<file path="src/gipt_pkg.sv">
// gipt_pkg: shared widths, register indexes, reset values and types of the pan/tilt tracker
// no dependencies; used by every module under src
package gipt_pkg;

	// field widths
	localparam int ERR_W  = 12;
	localparam int CFG_W  = 12;
	localparam int IDX_W  = 4;
	localparam int STEP_W = 9;
	localparam int PAN_W  = 13;
	localparam int TILT_W = 12;
	localparam int SUM_W  = 14;

	// serial divider: quotient bits resolved one per cycle, product width
	localparam int DIV_BITS = 9;
	localparam int PROD_W   = 20;
	localparam int CNT_W    = 4;

	// register indexes
	localparam logic [IDX_W-1:0] REG_DEAD_ZONE   = 4'd0;
	localparam logic [IDX_W-1:0] REG_GAIN_NUM    = 4'd1;
	localparam logic [IDX_W-1:0] REG_GAIN_DEN    = 4'd2;
	localparam logic [IDX_W-1:0] REG_STEP_LIMIT  = 4'd3;
	localparam logic [IDX_W-1:0] REG_PAN_LIMIT   = 4'd4;
	localparam logic [IDX_W-1:0] REG_TILT_MIN    = 4'd5;
	localparam logic [IDX_W-1:0] REG_TILT_MAX    = 4'd6;
	localparam logic [IDX_W-1:0] REG_AXIS_INVERT = 4'd7;

	// register reset values
	localparam logic [7:0]  RST_DEAD_ZONE   = 8'd5;
	localparam logic [7:0]  RST_GAIN_NUM    = 8'd1;
	localparam logic [7:0]  RST_GAIN_DEN    = 8'd1;
	localparam logic [7:0]  RST_STEP_LIMIT  = 8'd20;
	localparam logic [11:0] RST_PAN_LIMIT   = 12'd900;
	localparam logic [11:0] RST_TILT_MIN    = 12'd115;
	localparam logic [11:0] RST_TILT_MAX    = 12'd2785;
	localparam logic [1:0]  RST_AXIS_INVERT = 2'd0;

	// position reset values
	localparam logic [PAN_W-1:0]  RST_PAN_POS  = 13'd0;
	localparam logic [TILT_W-1:0] RST_TILT_POS = 12'd1450;

	// configuration register bank
	typedef struct packed {
		logic [7:0]  dead_zone;
		logic [7:0]  gain_num;
		logic [7:0]  gain_den;
		logic [7:0]  step_limit;
		logic [11:0] pan_limit;
		logic [11:0] tilt_min;
		logic [11:0] tilt_max;
		logic [1:0]  axis_invert;
	} cfg_t;

	// sequencer strobes to the axis datapaths
	typedef struct packed {
		logic load;
		logic mul;
		logic div;
		logic fin;
	} ax_ctrl_t;

endpackage

</file>
<file path="src/gipt_cfg.sv">
// gipt_cfg: configuration register bank of the tracker
// depends on gipt_pkg
module gipt_cfg (
	input  logic                       clk,
	input  logic                       arst_n,
	input  logic                       cfg_valid,
	output logic                       cfg_ready,
	input  logic [gipt_pkg::IDX_W-1:0] cfg_index,
	input  logic [gipt_pkg::CFG_W-1:0] cfg_data,
	output gipt_pkg::cfg_t             cfg
);

	gipt_pkg::cfg_t cfg_q;

	assign cfg_ready = 1'b1;
	assign cfg       = cfg_q;

	// register writes, unknown indexes dropped
	always_ff @(posedge clk or negedge arst_n) begin
		if (!arst_n) begin
			cfg_q.dead_zone   <= gipt_pkg::RST_DEAD_ZONE;
			cfg_q.gain_num    <= gipt_pkg::RST_GAIN_NUM;
			cfg_q.gain_den    <= gipt_pkg::RST_GAIN_DEN;
			cfg_q.step_limit  <= gipt_pkg::RST_STEP_LIMIT;
			cfg_q.pan_limit   <= gipt_pkg::RST_PAN_LIMIT;
			cfg_q.tilt_min    <= gipt_pkg::RST_TILT_MIN;
			cfg_q.tilt_max    <= gipt_pkg::RST_TILT_MAX;
			cfg_q.axis_invert <= gipt_pkg::RST_AXIS_INVERT;
		end else if (cfg_valid) begin
			unique case (cfg_index)
				gipt_pkg::REG_DEAD_ZONE:   cfg_q.dead_zone   <= cfg_data[7:0];
				gipt_pkg::REG_GAIN_NUM:    cfg_q.gain_num    <= cfg_data[7:0];
				gipt_pkg::REG_GAIN_DEN:    cfg_q.gain_den    <= cfg_data[7:0];
				gipt_pkg::REG_STEP_LIMIT:  cfg_q.step_limit  <= cfg_data[7:0];
				gipt_pkg::REG_PAN_LIMIT:   cfg_q.pan_limit   <= cfg_data;
				gipt_pkg::REG_TILT_MIN:    cfg_q.tilt_min    <= cfg_data;
				gipt_pkg::REG_TILT_MAX:    cfg_q.tilt_max    <= cfg_data;
				gipt_pkg::REG_AXIS_INVERT: cfg_q.axis_invert <= cfg_data[1:0];
				default: ;
			endcase
		end
	end

endmodule

</file>
<file path="src/gipt_axis.sv">
// gipt_axis: one axis of the tracker: dead zone, gain multiply, bit-serial divide, step clamp
// depends on gipt_pkg; sequenced by the top level through ax_ctrl_t
module gipt_axis (
	input  logic                               clk,
	input  logic                               arst_n,
	input  gipt_pkg::ax_ctrl_t                 ctrl,
	input  logic signed [gipt_pkg::ERR_W-1:0]  err,
	input  logic                               invert,
	input  gipt_pkg::cfg_t                     cfg,
	output logic signed [gipt_pkg::STEP_W-1:0] step
);

	logic [gipt_pkg::ERR_W-1:0]    abs_err;
	logic [gipt_pkg::ERR_W-1:0]    mag_q;
	logic                          neg_q;
	logic [7:0]                    den_q;
	logic [gipt_pkg::PROD_W-1:0]   prod;
	logic                          ovf_q;
	logic [7:0]                    rem_q;
	logic [gipt_pkg::DIV_BITS-1:0] dig_q;
	logic [gipt_pkg::DIV_BITS-1:0] quo_q;
	logic [8:0]                    trial;
	logic                          qbit;
	logic [gipt_pkg::STEP_W-1:0]   clip_mag;
	logic signed [gipt_pkg::STEP_W-1:0] step_q;

	// magnitude of the error before the dead zone
	assign abs_err = err[gipt_pkg::ERR_W-1] ? (~err + 12'd1) : err;

	// frame capture: dead zone, direction, denominator of zero read as one
	always_ff @(posedge clk) begin
		if (ctrl.load) begin
			mag_q <= (abs_err < {4'd0, cfg.dead_zone}) ? '0 : abs_err;
			neg_q <= err[gipt_pkg::ERR_W-1] ^ invert;
			den_q <= (cfg.gain_den == 8'd0) ? 8'd1 : cfg.gain_den;
		end
	end

	// gain product, upper part seeds the remainder
	assign prod = gipt_pkg::PROD_W'(mag_q) * gipt_pkg::PROD_W'(cfg.gain_num);

	// restoring divide step on the next dividend bit
	assign trial = {rem_q, dig_q[gipt_pkg::DIV_BITS-1]};
	assign qbit  = (trial >= {1'b0, den_q});

	// dividend shift register, remainder and quotient
	always_ff @(posedge clk) begin
		if (ctrl.mul) begin
			ovf_q <= (prod[gipt_pkg::PROD_W-1:gipt_pkg::DIV_BITS] >= {3'd0, den_q});
			rem_q <= prod[gipt_pkg::DIV_BITS+7:gipt_pkg::DIV_BITS];
			dig_q <= prod[gipt_pkg::DIV_BITS-1:0];
			quo_q <= '0;
		end else if (ctrl.div) begin
			rem_q <= qbit ? 8'(trial - {1'b0, den_q}) : trial[7:0];
			dig_q <= {dig_q[gipt_pkg::DIV_BITS-2:0], 1'b0};
			quo_q <= {quo_q[gipt_pkg::DIV_BITS-2:0], qbit};
		end
	end

	// quotient of 512 or more always exceeds the step limit
	assign clip_mag = (ovf_q || (quo_q > {1'b0, cfg.step_limit})) ?
		{1'b0, cfg.step_limit} : quo_q;

	// signed, clamped step
	always_ff @(posedge clk or negedge arst_n) begin
		if (!arst_n) begin
			step_q <= '0;
		end else if (ctrl.fin) begin
			step_q <= neg_q ? -$signed(clip_mag) : $signed(clip_mag);
		end
	end

	assign step = step_q;

endmodule

</file>
<file path="src/gimbal_incremental_p_tracker.sv">
// gimbal_incremental_p_tracker: two-axis pan/tilt tracker top level
// depends on gipt_pkg, gipt_cfg, gipt_axis
//
//  channel | handshake               | payload
//  --------+-------------------------+-----------------------------------------------
//  in      | in_valid / in_ready     | error_x, error_y
//  out     | out_valid / out_ready   | pan_target, tilt_target, pan_step, tilt_step
//  cfg     | cfg_valid / cfg_ready   | cfg_index, cfg_data
//
// each word passes through one capture, one gain multiply, the bit-serial divider
// (one quotient bit a cycle), one step clamp and one position update before the next
// word is accepted; both axes run side by side
// a finished result waits in the output register while the next word is worked on;
// the update stalls only while that register is still full
// reset restores the register defaults, pan 0 and tilt 1450; configuration is always ready
module gimbal_incremental_p_tracker (
	input  logic                                clk,
	input  logic                                arst_n,
	input  logic                                in_valid,
	output logic                                in_ready,
	input  logic signed [gipt_pkg::ERR_W-1:0]   error_x,
	input  logic signed [gipt_pkg::ERR_W-1:0]   error_y,
	output logic                                out_valid,
	input  logic                                out_ready,
	output logic signed [gipt_pkg::PAN_W-1:0]   pan_target,
	output logic [gipt_pkg::TILT_W-1:0]         tilt_target,
	output logic signed [gipt_pkg::STEP_W-1:0]  pan_step,
	output logic signed [gipt_pkg::STEP_W-1:0]  tilt_step,
	input  logic                                cfg_valid,
	output logic                                cfg_ready,
	input  logic [gipt_pkg::IDX_W-1:0]          cfg_index,
	input  logic [gipt_pkg::CFG_W-1:0]          cfg_data
);

	localparam logic [2:0] S_IDLE = 3'd0;
	localparam logic [2:0] S_MUL  = 3'd1;
	localparam logic [2:0] S_DIV  = 3'd2;
	localparam logic [2:0] S_FIN  = 3'd3;
	localparam logic [2:0] S_UPD  = 3'd4;

	localparam logic [gipt_pkg::CNT_W-1:0] DIV_LAST = gipt_pkg::CNT_W'(gipt_pkg::DIV_BITS - 1);

	gipt_pkg::cfg_t     cfg;
	gipt_pkg::ax_ctrl_t ctrl;

	logic [2:0]                  state_q;
	logic [gipt_pkg::CNT_W-1:0]  cnt_q;
	logic                        in_fire;
	logic                        upd_fire;
	logic                        out_valid_q;

	logic signed [gipt_pkg::STEP_W-1:0] dx;
	logic signed [gipt_pkg::STEP_W-1:0] dy;
	logic signed [gipt_pkg::STEP_W-1:0] pan_step_q;
	logic signed [gipt_pkg::STEP_W-1:0] tilt_step_q;
	logic signed [gipt_pkg::PAN_W-1:0]  pan_q;
	logic [gipt_pkg::TILT_W-1:0]        tilt_q;

	logic signed [gipt_pkg::SUM_W-1:0] pan_sum;
	logic signed [gipt_pkg::SUM_W-1:0] pan_hi;
	logic signed [gipt_pkg::SUM_W-1:0] pan_lo;
	logic signed [gipt_pkg::SUM_W-1:0] pan_c1;
	logic signed [gipt_pkg::SUM_W-1:0] pan_c2;
	logic signed [gipt_pkg::SUM_W-1:0] tilt_sum;
	logic signed [gipt_pkg::SUM_W-1:0] tilt_hi;
	logic signed [gipt_pkg::SUM_W-1:0] tilt_lo;
	logic signed [gipt_pkg::SUM_W-1:0] tilt_c1;
	logic signed [gipt_pkg::SUM_W-1:0] tilt_c2;

	// register bank
	gipt_cfg u_cfg (
		.clk       (clk),
		.arst_n    (arst_n),
		.cfg_valid (cfg_valid),
		.cfg_ready (cfg_ready),
		.cfg_index (cfg_index),
		.cfg_data  (cfg_data),
		.cfg       (cfg)
	);

	// handshakes
	assign in_ready = (state_q == S_IDLE);
	assign in_fire  = in_valid && in_ready;
	assign upd_fire = (state_q == S_UPD) && (!out_valid_q || out_ready);

	// strobes to both axes
	always_comb begin
		ctrl.load = in_fire;
		ctrl.mul  = (state_q == S_MUL);
		ctrl.div  = (state_q == S_DIV);
		ctrl.fin  = (state_q == S_FIN);
	end

	// pan and tilt datapaths
	gipt_axis u_pan (
		.clk    (clk),
		.arst_n (arst_n),
		.ctrl   (ctrl),
		.err    (error_x),
		.invert (cfg.axis_invert[0]),
		.cfg    (cfg),
		.step   (dx)
	);

	gipt_axis u_tilt (
		.clk    (clk),
		.arst_n (arst_n),
		.ctrl   (ctrl),
		.err    (error_y),
		.invert (cfg.axis_invert[1]),
		.cfg    (cfg),
		.step   (dy)
	);

	// sequencer
	always_ff @(posedge clk or negedge arst_n) begin
		if (!arst_n) begin
			state_q <= S_IDLE;
			cnt_q   <= '0;
		end else begin
			unique case (state_q)
				S_IDLE: begin
					if (in_fire) state_q <= S_MUL;
				end
				S_MUL: begin
					state_q <= S_DIV;
					cnt_q   <= '0;
				end
				S_DIV: begin
					if (cnt_q == DIV_LAST) begin
						state_q <= S_FIN;
					end else begin
						cnt_q <= cnt_q + 1'b1;
					end
				end
				S_FIN: begin
					state_q <= S_UPD;
				end
				S_UPD: begin
					if (upd_fire) state_q <= S_IDLE;
				end
				default: begin
					state_q <= S_IDLE;
				end
			endcase
		end
	end

	// pan: add step, clamp high then low
	assign pan_sum = {{(gipt_pkg::SUM_W-gipt_pkg::PAN_W){pan_q[gipt_pkg::PAN_W-1]}}, pan_q} +
		{{(gipt_pkg::SUM_W-gipt_pkg::STEP_W){dx[8]}}, dx};
	assign pan_hi  = $signed({2'b00, cfg.pan_limit});
	assign pan_lo  = -pan_hi;
	assign pan_c1  = (pan_sum > pan_hi) ? pan_hi : pan_sum;
	assign pan_c2  = (pan_c1 < pan_lo) ? pan_lo : pan_c1;

	// tilt: add step, clamp to max then min
	assign tilt_sum = $signed({2'b00, tilt_q}) +
		{{(gipt_pkg::SUM_W-gipt_pkg::STEP_W){dy[8]}}, dy};
	assign tilt_hi  = $signed({2'b00, cfg.tilt_max});
	assign tilt_lo  = $signed({2'b00, cfg.tilt_min});
	assign tilt_c1  = (tilt_sum > tilt_hi) ? tilt_hi : tilt_sum;
	assign tilt_c2  = (tilt_c1 < tilt_lo) ? tilt_lo : tilt_c1;

	// stored targets
	always_ff @(posedge clk or negedge arst_n) begin
		if (!arst_n) begin
			pan_q  <= gipt_pkg::RST_PAN_POS;
			tilt_q <= gipt_pkg::RST_TILT_POS;
		end else if (upd_fire) begin
			pan_q  <= pan_c2[gipt_pkg::PAN_W-1:0];
			tilt_q <= tilt_c2[gipt_pkg::TILT_W-1:0];
		end
	end

	// output word register
	always_ff @(posedge clk or negedge arst_n) begin
		if (!arst_n) begin
			out_valid_q <= 1'b0;
		end else if (upd_fire) begin
			out_valid_q <= 1'b1;
		end else if (out_ready) begin
			out_valid_q <= 1'b0;
		end
	end

	always_ff @(posedge clk) begin
		if (upd_fire) begin
			pan_step_q  <= dx;
			tilt_step_q <= dy;
		end
	end

	assign out_valid   = out_valid_q;
	assign pan_target  = pan_q;
	assign tilt_target = tilt_q;
	assign pan_step    = pan_step_q;
	assign tilt_step   = tilt_step_q;

`ifndef SYNTHESIS
	a_div_count: assert property (@(posedge clk) disable iff (!arst_n)
		state_q == S_DIV |-> cnt_q <= DIV_LAST)
		else $error("divider count ran past the last quotient bit");

	a_accept_starts: assert property (@(posedge clk) disable iff (!arst_n)
		in_fire |=> state_q == S_MUL)
		else $error("accepted word did not start the multiply");

	a_update_shows: assert property (@(posedge clk) disable iff (!arst_n)
		upd_fire |=> out_valid_q)
		else $error("position update did not present a result");

	a_update_stall: assert property (@(posedge clk) disable iff (!arst_n)
		(state_q == S_UPD && out_valid_q && !out_ready) |=> state_q == S_UPD)
		else $error("update left while the output word was still held");
`endif

endmodule

</file>
<file path="config.mk">
export PLATFORM = sky130hd
export DESIGN_NAME = gimbal_incremental_p_tracker
export DESIGN_NICKNAME = d
export VERILOG_FILES = /design/src/gipt_pkg.sv /design/src/gipt_cfg.sv /design/src/gipt_axis.sv /design/src/gimbal_incremental_p_tracker.sv
export SDC_FILE = /design/constraint.sdc
export NUM_CORES = 1
export LEC_CHECK = 0
export BUFFER_PORTS_ARGS = -buffer_cell sky130_fd_sc_hd__buf_2
export CAP_MARGIN = 20
export CORE_MARGIN = 2
export CORE_UTILIZATION = 60
export CTS_CLUSTER_SIZE = 16
export DETAILED_ROUTE_END_ITERATION = 6
export HOLD_SLACK_MARGIN = 0.12
export PLACE_DENSITY = 0.84
export SLEW_MARGIN = 20
export SYNTH_ARGS = -nofsm -noshare
export SYNTH_HDL_FRONTEND = slang
export SYNTH_SLANG_ARGS = --single-unit
</file>
<file path="constraint.sdc">
create_clock -name clk -period 8 [get_ports clk]
set_clock_uncertainty 0.2 [all_clocks]
set_input_delay 1.2 -clock clk [delete_from_list [all_inputs] [get_ports clk]]
set_output_delay 1.2 -clock clk [all_outputs]
set_load 0.005 [all_outputs]
</file>
Word level (Yosys, flattened, before mapping)
Cells that the tools add are included.
{ "totals": {"regBits": 227, "inputBits": 45, "word_cells": 123} }
{ "classes": {"n_addsub": 10, "n_mul": 2, "magnitude_cmp": 12, "eq_ne": 16, "n_mux": 28, "bitwise_logic": 4, "n_reduce_logical": 21} }
{ "op_table": {"columns": ["cell", "count"], "rows": [
  ["$mux W9", 8],
  ["$mux W8", 6],
  ["$mul A12 B8 Y20", 2],
  ["$mux W12", 3],
  ["$add A13 B9 Y14", 2],
  ["$gt A14 B13 Y1", 2],
  ["$mux W14", 2],
  ["$add A12 B1 Y12 const B", 2],
  ["$lt A12 B8 Y1", 2],
  ["$not A12 Y12", 2],
  ["$ge A11 B8 Y1", 2],
  ["$ge A9 B8 Y1", 2],
  ["$gt A9 B8 Y1", 2],
  ["$neg A9 Y9", 2],
  ["$reduce_and A2 Y1", 9],
  ["$eq A4 B3 Y1 const B", 4],
  ["$sub A8 B8 Y8", 2],
  ["$pmux W3 S5", 1],
  ["$lt A14 B13 Y1", 1],
  ["$lt A14 B14 Y1", 1],
  ["$neg A12 Y14", 1],
  ["$mux W13", 1],
  ["$mux W3", 3],
  ["$eq A4 B2 Y1 const B", 2],
  ["20 further kinds", 29]
]} }

Depth between registers and ports, before layout
Gate-level depths: netlist of run 1.
{ "logic_depth": {"ltp_word": 5, "ltp_mapped": 29} }

Cells and area by module
A second synthesis of run 1 with hierarchy kept.
{ "unflattened": {"cells_unflattened": 2147, "hier_area_um2": 21351.7} }
{ "by_module_without_submodules": {"columns": ["module", "instances", "cells_each", "area_each_um2"], "rows": [
  ["gipt_axis (u_pan)", 1, 711, 6814.0],
  ["gipt_axis (u_tilt)", 1, 723, 6807.8],
  ["gimbal_incremental_p_tracker", 1, 555, 4997.3],
  ["gipt_cfg", 1, 158, 2732.6]
]} }

Worst setup path after synthesis of run 1
OpenSTA, ideal clock, no wires.
{ "synth_timing": {"path_kind": "register -> register", "from": "register pan_q (netlist bit pan_target[0])", "to": "register pan_q (netlist bit pan_target[3])", "setup_time_ps": 83, "t_arrival_ps": 5574, "required_time_ps": 7717, "slack_ps": 2144, "path_stages_with_launch": 29, "synth_period_minus_slack_ps": 5856, "cell_sequence": "dfrtp_1 -> ha_1 -> inv_1 -> fa_1 -> nor2b_1 -> o2111ai_1 -> nand3_1 -> a31o_2 -> a21oi_1 -> xnor2_1 -> ha_1 -> nand2_1 -> nor2_1 -> o31ai_1 -> a22oi_1 -> a211oi_1 -> a211oi_2 -> buf_2 -> mux2_2 -> ha_1 -> and4_1 -> o21ai_0 -> a2111oi_0 -> nand3_1 -> a2111o_1 -> nand2_1 -> clkbuf_1 -> nand2_1 -> a31oi_1"} }
{ "synth_between": {"elab_chain_len": 5} }
{ "synth_rtl": {"columns": ["item", "line_no", "text"], "rows": [
  ["from (decl)", "gimbal_incremental_p_tracker.sv:56", "logic signed [gipt_pkg::PAN_W-1:0] pan_q;"],
  ["from (signal assigned)", "gimbal_incremental_p_tracker.sv:168", "pan_q <= gipt_pkg::RST_PAN_POS;"],
  ["from (signal assigned)", "gimbal_incremental_p_tracker.sv:171", "pan_q <= pan_c2[gipt_pkg::PAN_W-1:0];"],
  ["$add A13 B9 Y14 (*)", "gimbal_incremental_p_tracker.sv:150", "assign pan_sum = {{(gipt_pkg::SUM_W-gipt_pkg::PAN_W){pan_q[gipt_pkg::PAN_W-1]}}, pan_q} +"],
  ["$gt A14 B13 Y1", "gimbal_incremental_p_tracker.sv:154", "assign pan_c1 = (pan_sum > pan_hi) ? pan_hi : pan_sum;"],
  ["$mux W14 (*)", "gimbal_incremental_p_tracker.sv:154", null],
  ["$lt A14 B14 Y1", "gimbal_incremental_p_tracker.sv:155", "assign pan_c2 = (pan_c1 < pan_lo) ? pan_lo : pan_c1;"],
  ["$mux W13 (*)", "gimbal_incremental_p_tracker.sv:155", null]
]} }
Mark *: on every way between the ends. The rest lies on a longest branch, timed or not.
A chain may end at the register's enable or synchronous reset.

Worst setup path in the final report of run 1
{ "layout_timing": {"from": "register pan_q (netlist bit pan_target[0])", "to": "register pan_q (netlist bit pan_target[11])"} }
Same word-level chain as after synthesis.

==> impl_results.md, run 1 <==
- Status: finished, final reports clean
- Final Hold Viols: 0
- Post-Synthesis Cells: 2,137
- Routed wire length: 50,600 µm
- TritonCTS clock tree: built
- GR Overflow Total: 0
- IO buf count: 89
- Synth area leader: ha_1
- Resized cells post-CTS: 0
- DR iter-0 viols: 1,332
- Worst reg2reg setup slack: 1060 ps
- Setup TNS: 0 ps
- Synth Register Bits: 227
- Area occupied by multi-input gates: 0.0132 mm²
- TritonRoute pass-1 iters: 5
- CP max FO: 13
- HP Class: reg2reg
- RSZ-0062 raised after global routing: false
- CP max-delay cell: a2111oi_0
- Family with the most delay on the worst path: compound AO/OA/AOI/OAI gates
- GPL Wtd Cong: 1.01
- # rows: 67
- # IOs: 91
- Worst EP arrival: 7170 ps
- DRT antenna net count: 0
- Skew-Pair Late Insertion Delay: 550 ps
- Endpoint of the worst hold path: u_pan.den_q[7]
- CTS buffer count: 26
- DRC: 0
- Sequential cell area: 0.00606 mm²
- Synth Area per Inst: 9.60 µm²
- Core footprint: 0.0336 mm²
- Tcrit/Tclk final: 0.868
- Vias in the first global route: 16,600
- Max Root-Sink Buffers: 3
- Hold buffers post-CTS: 0
- Nets: 2,589
- Finished Cell Area: 0.0222 mm²
- Crit path top cell by count: ha_1
- R2R cell count: 26
- Cell variety after synth: 82
- DR vias: 16,000
- Sequential area share after synthesis: 0.296
- Peak Freq: 144 MHz
- Max Slew Vio Count: 0
- Die ar.: 0.0357 mm²
- Worst slew pin tran: 1020 ps
- Crit. End Element: flip-flop
- Initial core utilization: 0.610
- Yosys top cell area share: 0.136
- CTS H-tree lvls: 1
- Total track usage: 0.289
- Worst rel slew slack: 0.314
- Clock Tree Root: clkbuf_16
- Share of layout cells above drive strength 1: 0.124
- Hold depth: 0
- Clock slew at reported path FFs: 60 ps
- Worst R2R Start: pan_target[0]
- Ys async rst share: 0.533
- CTS sink cnt: 227
- CP Data Required Time: 8230 ps
- Largest net degree at the start of global routing: 66
- Routed vias/inst: 6.01
- Die Y: 189 µm
- Crit path largest cell delay: 650 ps
- Post-Syn Nets: 2,529
- Critical Path Start Type: flip-flop
- Global-route wire length before repair: 83,600 µm
- Inserted Diodes: 0
- Mapped Area: 0.0205 mm²
- R2R Path End: pan_target[11]
- Fill cell count: 2,513
- WL per Instance: 19.0 µm
- Final min period: 6940 ps
- Initial antenna violation count: 1
- Dpl hpwl: 38,400 µm
- Synth warn: 0
- Setup Crit Path Kind: reg2reg
- Max-cap viol count: 0
- Top cells by area, synth: ha_1, edfxtp_1, fa_1
- Min-Delay Startpoint: u_cfg.cfg[53]
- Synth Flop Type: dfrtp_1
- Setup violations, final: 0
- Setup Fix Bufs, Post-CTS: 0
- EDFF count, synth: 88
- Horiz. Die Dim: 189 µm
- Placed Area: 0.0213 mm²
- Syn-to-layout area delta: 8.34%
- WP buf/inv: 2
==> synthesized netlist by cell type (5+ instances only) <==
library cell	count
clkbuf_1	55
a22o_1	14
xnor2_1	64
a221oi_2	10
o41a_1	7
and2_1	157
o31a_1	5
dfrtp_1	94
nor2_1	119
and3_1	6
nor2b_1	21
o211ai_1	9
nor3_1	34
inv_1	258
dfxtp_1	18
nand4_1	21
nand2b_1	24
a21oi_1	62
mux2_2	67
o21ai_0	125
o21bai_1	9
a31oi_1	8
mux2i_1	31
a211oi_1	14
fa_1	124
o41ai_1	7
nand3b_1	7
or3_1	14
nand3_1	20
a21o_1	35
ha_1	223
and4_1	7
nor3b_1	5
dfstp_2	27
o31ai_1	9
nand2_1	197
xor2_1	26
a21boi_0	5
o21a_1	22
edfxtp_1	88
a22oi_1	8
==> worst max path at each step <==
stage                        startpoint             end  slack (ps)  cells after the start
after floorplan           pan_target[0]   pan_target[3]        2140                     28
after global placement    pan_target[0]  pan_target[11]        1200                     27
after detailed placement  pan_target[0]  pan_target[11]        1170                     27
after CTS                 pan_target[0]  pan_target[11]        1080                     27
after global routing      pan_target[0]  pan_target[11]         500                     27
final                     pan_target[0]  pan_target[11]        1060                     26
==> metal layers <==
layer  vias to the layer above  track usage  share of wire
met4                         0        0.118          0.042
met2                       580        0.475           0.47
met5                         -            0              0
li1                       7439            -              -
met3                       140       0.0421          0.068
met1                      7857        0.385           0.42
==> stage by stage <==
| step | cells | util | setup WS (ps) | hold WS (ps) |
|---|---|---|---|---|
| after CTS | 2664 | 0.661 | 1080 | 272 |
| after global placement | 2616 | 0.634 | 1200 | 253 |
| after floorplan | 2137 | - | 2140 | 250 |
| after detailed placement | 2616 | 0.634 | 1170 | 259 |
| final | 2665 | 0.661 | 1060 | 271 |
| after global routing | 2665 | 0.661 | 498 | 303 |
==> worst register-to-register path: stages (launching register included) <==
cell	delay (ps)
dfrtp_1	380
ha_1	210
inv_1	70
fa_1	400
nor2b_1	190
o2111ai_1	160
nand3_1	220
a31o_2	180
a21oi_1	80
xnor2_1	340
ha_1	330
o21a_1	200
a21oi_1	190
a22oi_1	180
a211oi_1	360
a211oi_2	120
buf_4	210
mux2_2	310
ha_1	310
and4_1	190
o21ai_0	120
a2111oi_0	650
nand3_1	150
a2111o_1	420
nand2_1	330
nor3_1	80
a221o_1	270
==> sequential cells by signal, summed over array words and instances, names as in the netlist, 3 cells and up <==
signal	count
u_cfg.cfg	70
pan_target	13
tilt_target	12
u_pan.mag_q	12
u_tilt.mag_q	12
pan_step	9
tilt_step	9
u_pan.dig_q	9
u_pan.quo_q	9
u_pan.step	9
u_tilt.dig_q	9
u_tilt.quo_q	9
u_tilt.step	9
u_pan.den_q	8
u_pan.rem_q	8
u_tilt.rem_q	8
cnt_q	4
state_q	3
==> layout by cell type (no fill, tap or decap), types with 26 or more instances in the layout <==
cell,netlist,layout
nand2_1,197,197
clkbuf_16,0,27
mux2i_1,31,31
nor3_1,34,34
dfstp_2,27,27
a21oi_1,62,62
inv_1,258,258
xnor2_1,64,64
dfrtp_1,94,94
buf_2,3,88
mux2_2,67,67
ha_1,223,223
edfxtp_1,88,88
o21ai_0,125,125
nor2_1,119,118
xor2_1,26,26
a21o_1,35,35
fa_1,124,124
and2_1,157,157
==> kinds of logic (layout without fill, tap and decap cells) <==
kind of cell | Yosys count | after routing | synth area share
fa+ha+maj | 347 | 347 | 0.257
xor+xnor | 90 | 90 | 0.0384
flops | 227 | 227 | 0.296
mux | 98 | 98 | 0.0519
simple gates | 653 | 653 | 0.162
compound gates | 396 | 396 | 0.134
other cells | 1 | 1 | 0.000183
buf+inv | 325 | 405 | 0.0615
==> area by class of cell <==
cell class | count | share of cell area
clock buffers | 28 | 0.0306
clock inverters | 20 | 0.00918
inverters | 258 | 0.0436
multi-input cells | 1585 | 0.595
flip-flops and latches | 227 | 0.273
well taps | 448 | 0.0252
repair buffers | 99 | 0.0237
Power of run 1 is left out: the tool's default activity adds up to more than one toggle a clock period on the data nets, which glitch-free logic cannot reach.
==> inputs of run 2 (changes only) <==
- clock period: 8 -> 7.6 ns (I/O delays scaled with it)
==> impl_results.md, run 2 (same netlist as run 1, synthesis figures left out) <==
- Status: finished, violations left
- Failing checks: design-rule violations
- Routed wire length: 52,000 µm (+2.8%)
- R2R Path End: u_pan.ovf_q
- Max FFs per register: 70 (unchanged)
- Skew-Pair Late Insertion Delay: 570 ps (+20 ps)
- Critical Path Start Type: flip-flop
- Setup Crit Path Kind: reg2reg
- Clock Tree Root: clkbuf_16
- DRC: 2 (+2)
- Max Slew Vio Count: 0 (unchanged)
- TritonRoute pass-1 iters: 7 (+2)
- R2R cell count: 20 (-23%)
- Resized cells post-CTS: 0 (unchanged)
- Setup violations, final: 0 (unchanged)
- # IOs: 91 (unchanged)
- Fill cell count: 2,462 (-2.0%)
- Largest net degree at the start of global routing: 71 (+7.6%)
- Setup TNS: 0 ps (unchanged)
- Share of layout cells above drive strength 1: 0.126 (+0.00158)
- Crit path top cell by count: fa_1
- Total track usage: 0.293 (+0.00431)
- CTS buffer count: 28 (+7.7%)
- Final min period: 6830 ps (-113 ps)
- Final Hold Viols: 0 (unchanged)
- Core footprint: 0.0336 mm² (unchanged)
- Max-cap viol count: 0 (unchanged)
- Worst EP arrival: 6920 ps (-250 ps)
- Syn-to-layout area delta: 8.86%
- Most frequent cells in the layout: inv_1, ha_1, nand2_1
- TritonCTS clock tree: built
- Hold buffers post-CTS: 0 (unchanged)
- Crit path largest cell delay: 910 ps (+260 ps)
- DR vias: 16,300 (+1.7%)
- Dpl hpwl: 38,400 µm (about the same)
- Tcrit/Tclk final: 0.899 (+0.0308)
- Worst rel slew slack: 0.260 (-0.0534)
- RSZ-0062 raised after global routing: false
- Layout Cells excl Fill: 2,669 (+0.15%)
- Worst R2R Start: u_cfg.cfg[57]
- Max Root-Sink Buffers: 3 (unchanged)
- Crit. End Element: flip-flop
- CP Data Required Time: 7690 ps (-540 ps)
- GR Overflow Total: 0 (unchanged)
- Most common cell after layout, fill and taps aside: inv_1
- CTS sink cnt: 227 (unchanged)
- Die ar.: 0.0357 mm² (unchanged)
- Pre-CTS setup slack: 867 ps (-304 ps)
- Worst Setup SP: u_cfg.cfg[57]
- Final WS setup: 770 ps (-287 ps)
- DRT antenna net count: 0 (unchanged)
- Initial antenna violation count: 0 (-1)
- Inserted Diodes: 0 (unchanged)
- Critical path capture point: u_pan.ovf_q
- Setup Fix Bufs, Post-CTS: 0 (unchanged)
- CP max-delay cell: dfrtp_1
- Routed vias/inst: 6.10 (+1.5%)
- Vias in the first global route: 16,700 (+0.51%)
- DR iter-0 viols: 1,458 (+9.5%)
- IO buf count: 89 (unchanged)
- CTS H-tree lvls: 1 (unchanged)
- Worst reg2reg setup slack: 770 ps (-290 ps)
- WL per Instance: 19.5 µm (+2.7%)
- Clock slew at reported path FFs: 60 ps (about the same)
- Horiz. Die Dim: 189 µm (unchanged)
- Worst slew pin tran: 1100 ps (+78.9 ps)
- GPL Wtd Cong: 0.952 (-5.8%)
- Global-route wire length before repair: 84,700 µm (+1.4%)
- Placed insts: 2,616 (unchanged)
- CP max FO: 25 (+12)
- Nets: 2,591 (+0.077%)
- # rows: 67 (unchanged)
- Initial core utilization: 0.610 (unchanged)
- Peak Freq: 146 MHz (+1.7%)
- Die Y: 189 µm (unchanged)
- HP Class: reg2reg
- Crit-path cells: and2_1 > fa_1 > fa_1 > fa_1 > inv_1 > fa_1 > inv_1 > ha_1 > a211o_1 > nor3_1 > a21boi_0 > o41ai_1 > a21o_1 > a21oi_1 > xnor2_1 > ha_1 > nor2_1 > o211ai_1 > a31oi_1 > nand4_1
==> run 2: metrics by stage <==
stage / utilization / cell area [µm²] / hold WS [ps]
after floorplan: - / 20500 / 250
after global placement: 0.634 / 21300 / 253
after detailed placement: 0.634 / 21300 / 266
after CTS: 0.664 / 22300 / 282
after global routing: 0.664 / 22300 / 294
final: 0.664 / 22300 / 279
==> run 2: routing by layer <==
| layer | GRT usage | up-vias | share of wire |
|---|---|---|---|
| met5 | 0 | - | 0 |
| met4 | 0.122 | 0 | 0.042 |
| met3 | 0.0371 | 152 | 0.066 |
| met2 | 0.490 | 652 | 0.48 |
| met1 | 0.387 | 8019 | 0.41 |
| li1 | - | 7463 | - |
==> run 2: final cells by class <==
| type | count | area [µm²] | share of cell area |
|---|---|---|---|
| Clock buffer | 33 | 771 | 0.0345 |
| Clock inverter | 19 | 220 | 0.00986 |
| Inverter | 258 | 968 | 0.0434 |
| Multi-Input combinational cell | 1585 | 13200 | 0.592 |
| Sequential cell | 227 | 6060 | 0.272 |
| Tap cell | 448 | 561 | 0.0251 |
| Timing Repair Buffer | 99 | 527 | 0.0236 |
==> run 2: worst max-delay path, delay by kind of cell (launching register included) <==
kind | cells | cell delay [ps]
AOI/OAI and AO/OA | 7 | 1760
xor gates and xnor gates | 1 | 140
adders and majority gates | 6 | 2570
buffers and inverters | 2 | 100
DFF | 1 | 910
and+or+nand+nor | 4 | 870
==> run 2: how the worst min path moves through the flow <==
stage | start | to | slack (ps) | depth (start not counted)
2_1_floorplan | u_pan.step[0] | pan_step[0] | 250 | 0
3_3_place_gp | u_cfg.cfg[52] | u_pan.den_q[6] | 250 | 0
3_5_place_dp | u_cfg.cfg[52] | u_pan.den_q[6] | 270 | 0
4_1_cts | u_pan.step[2] | pan_step[2] | 280 | 0
5_1_grt | u_pan.step[2] | pan_step[2] | 290 | 0
6_report | u_pan.step[2] | pan_step[2] | 280 | 0
Power of run 2 is left out for the same reason.
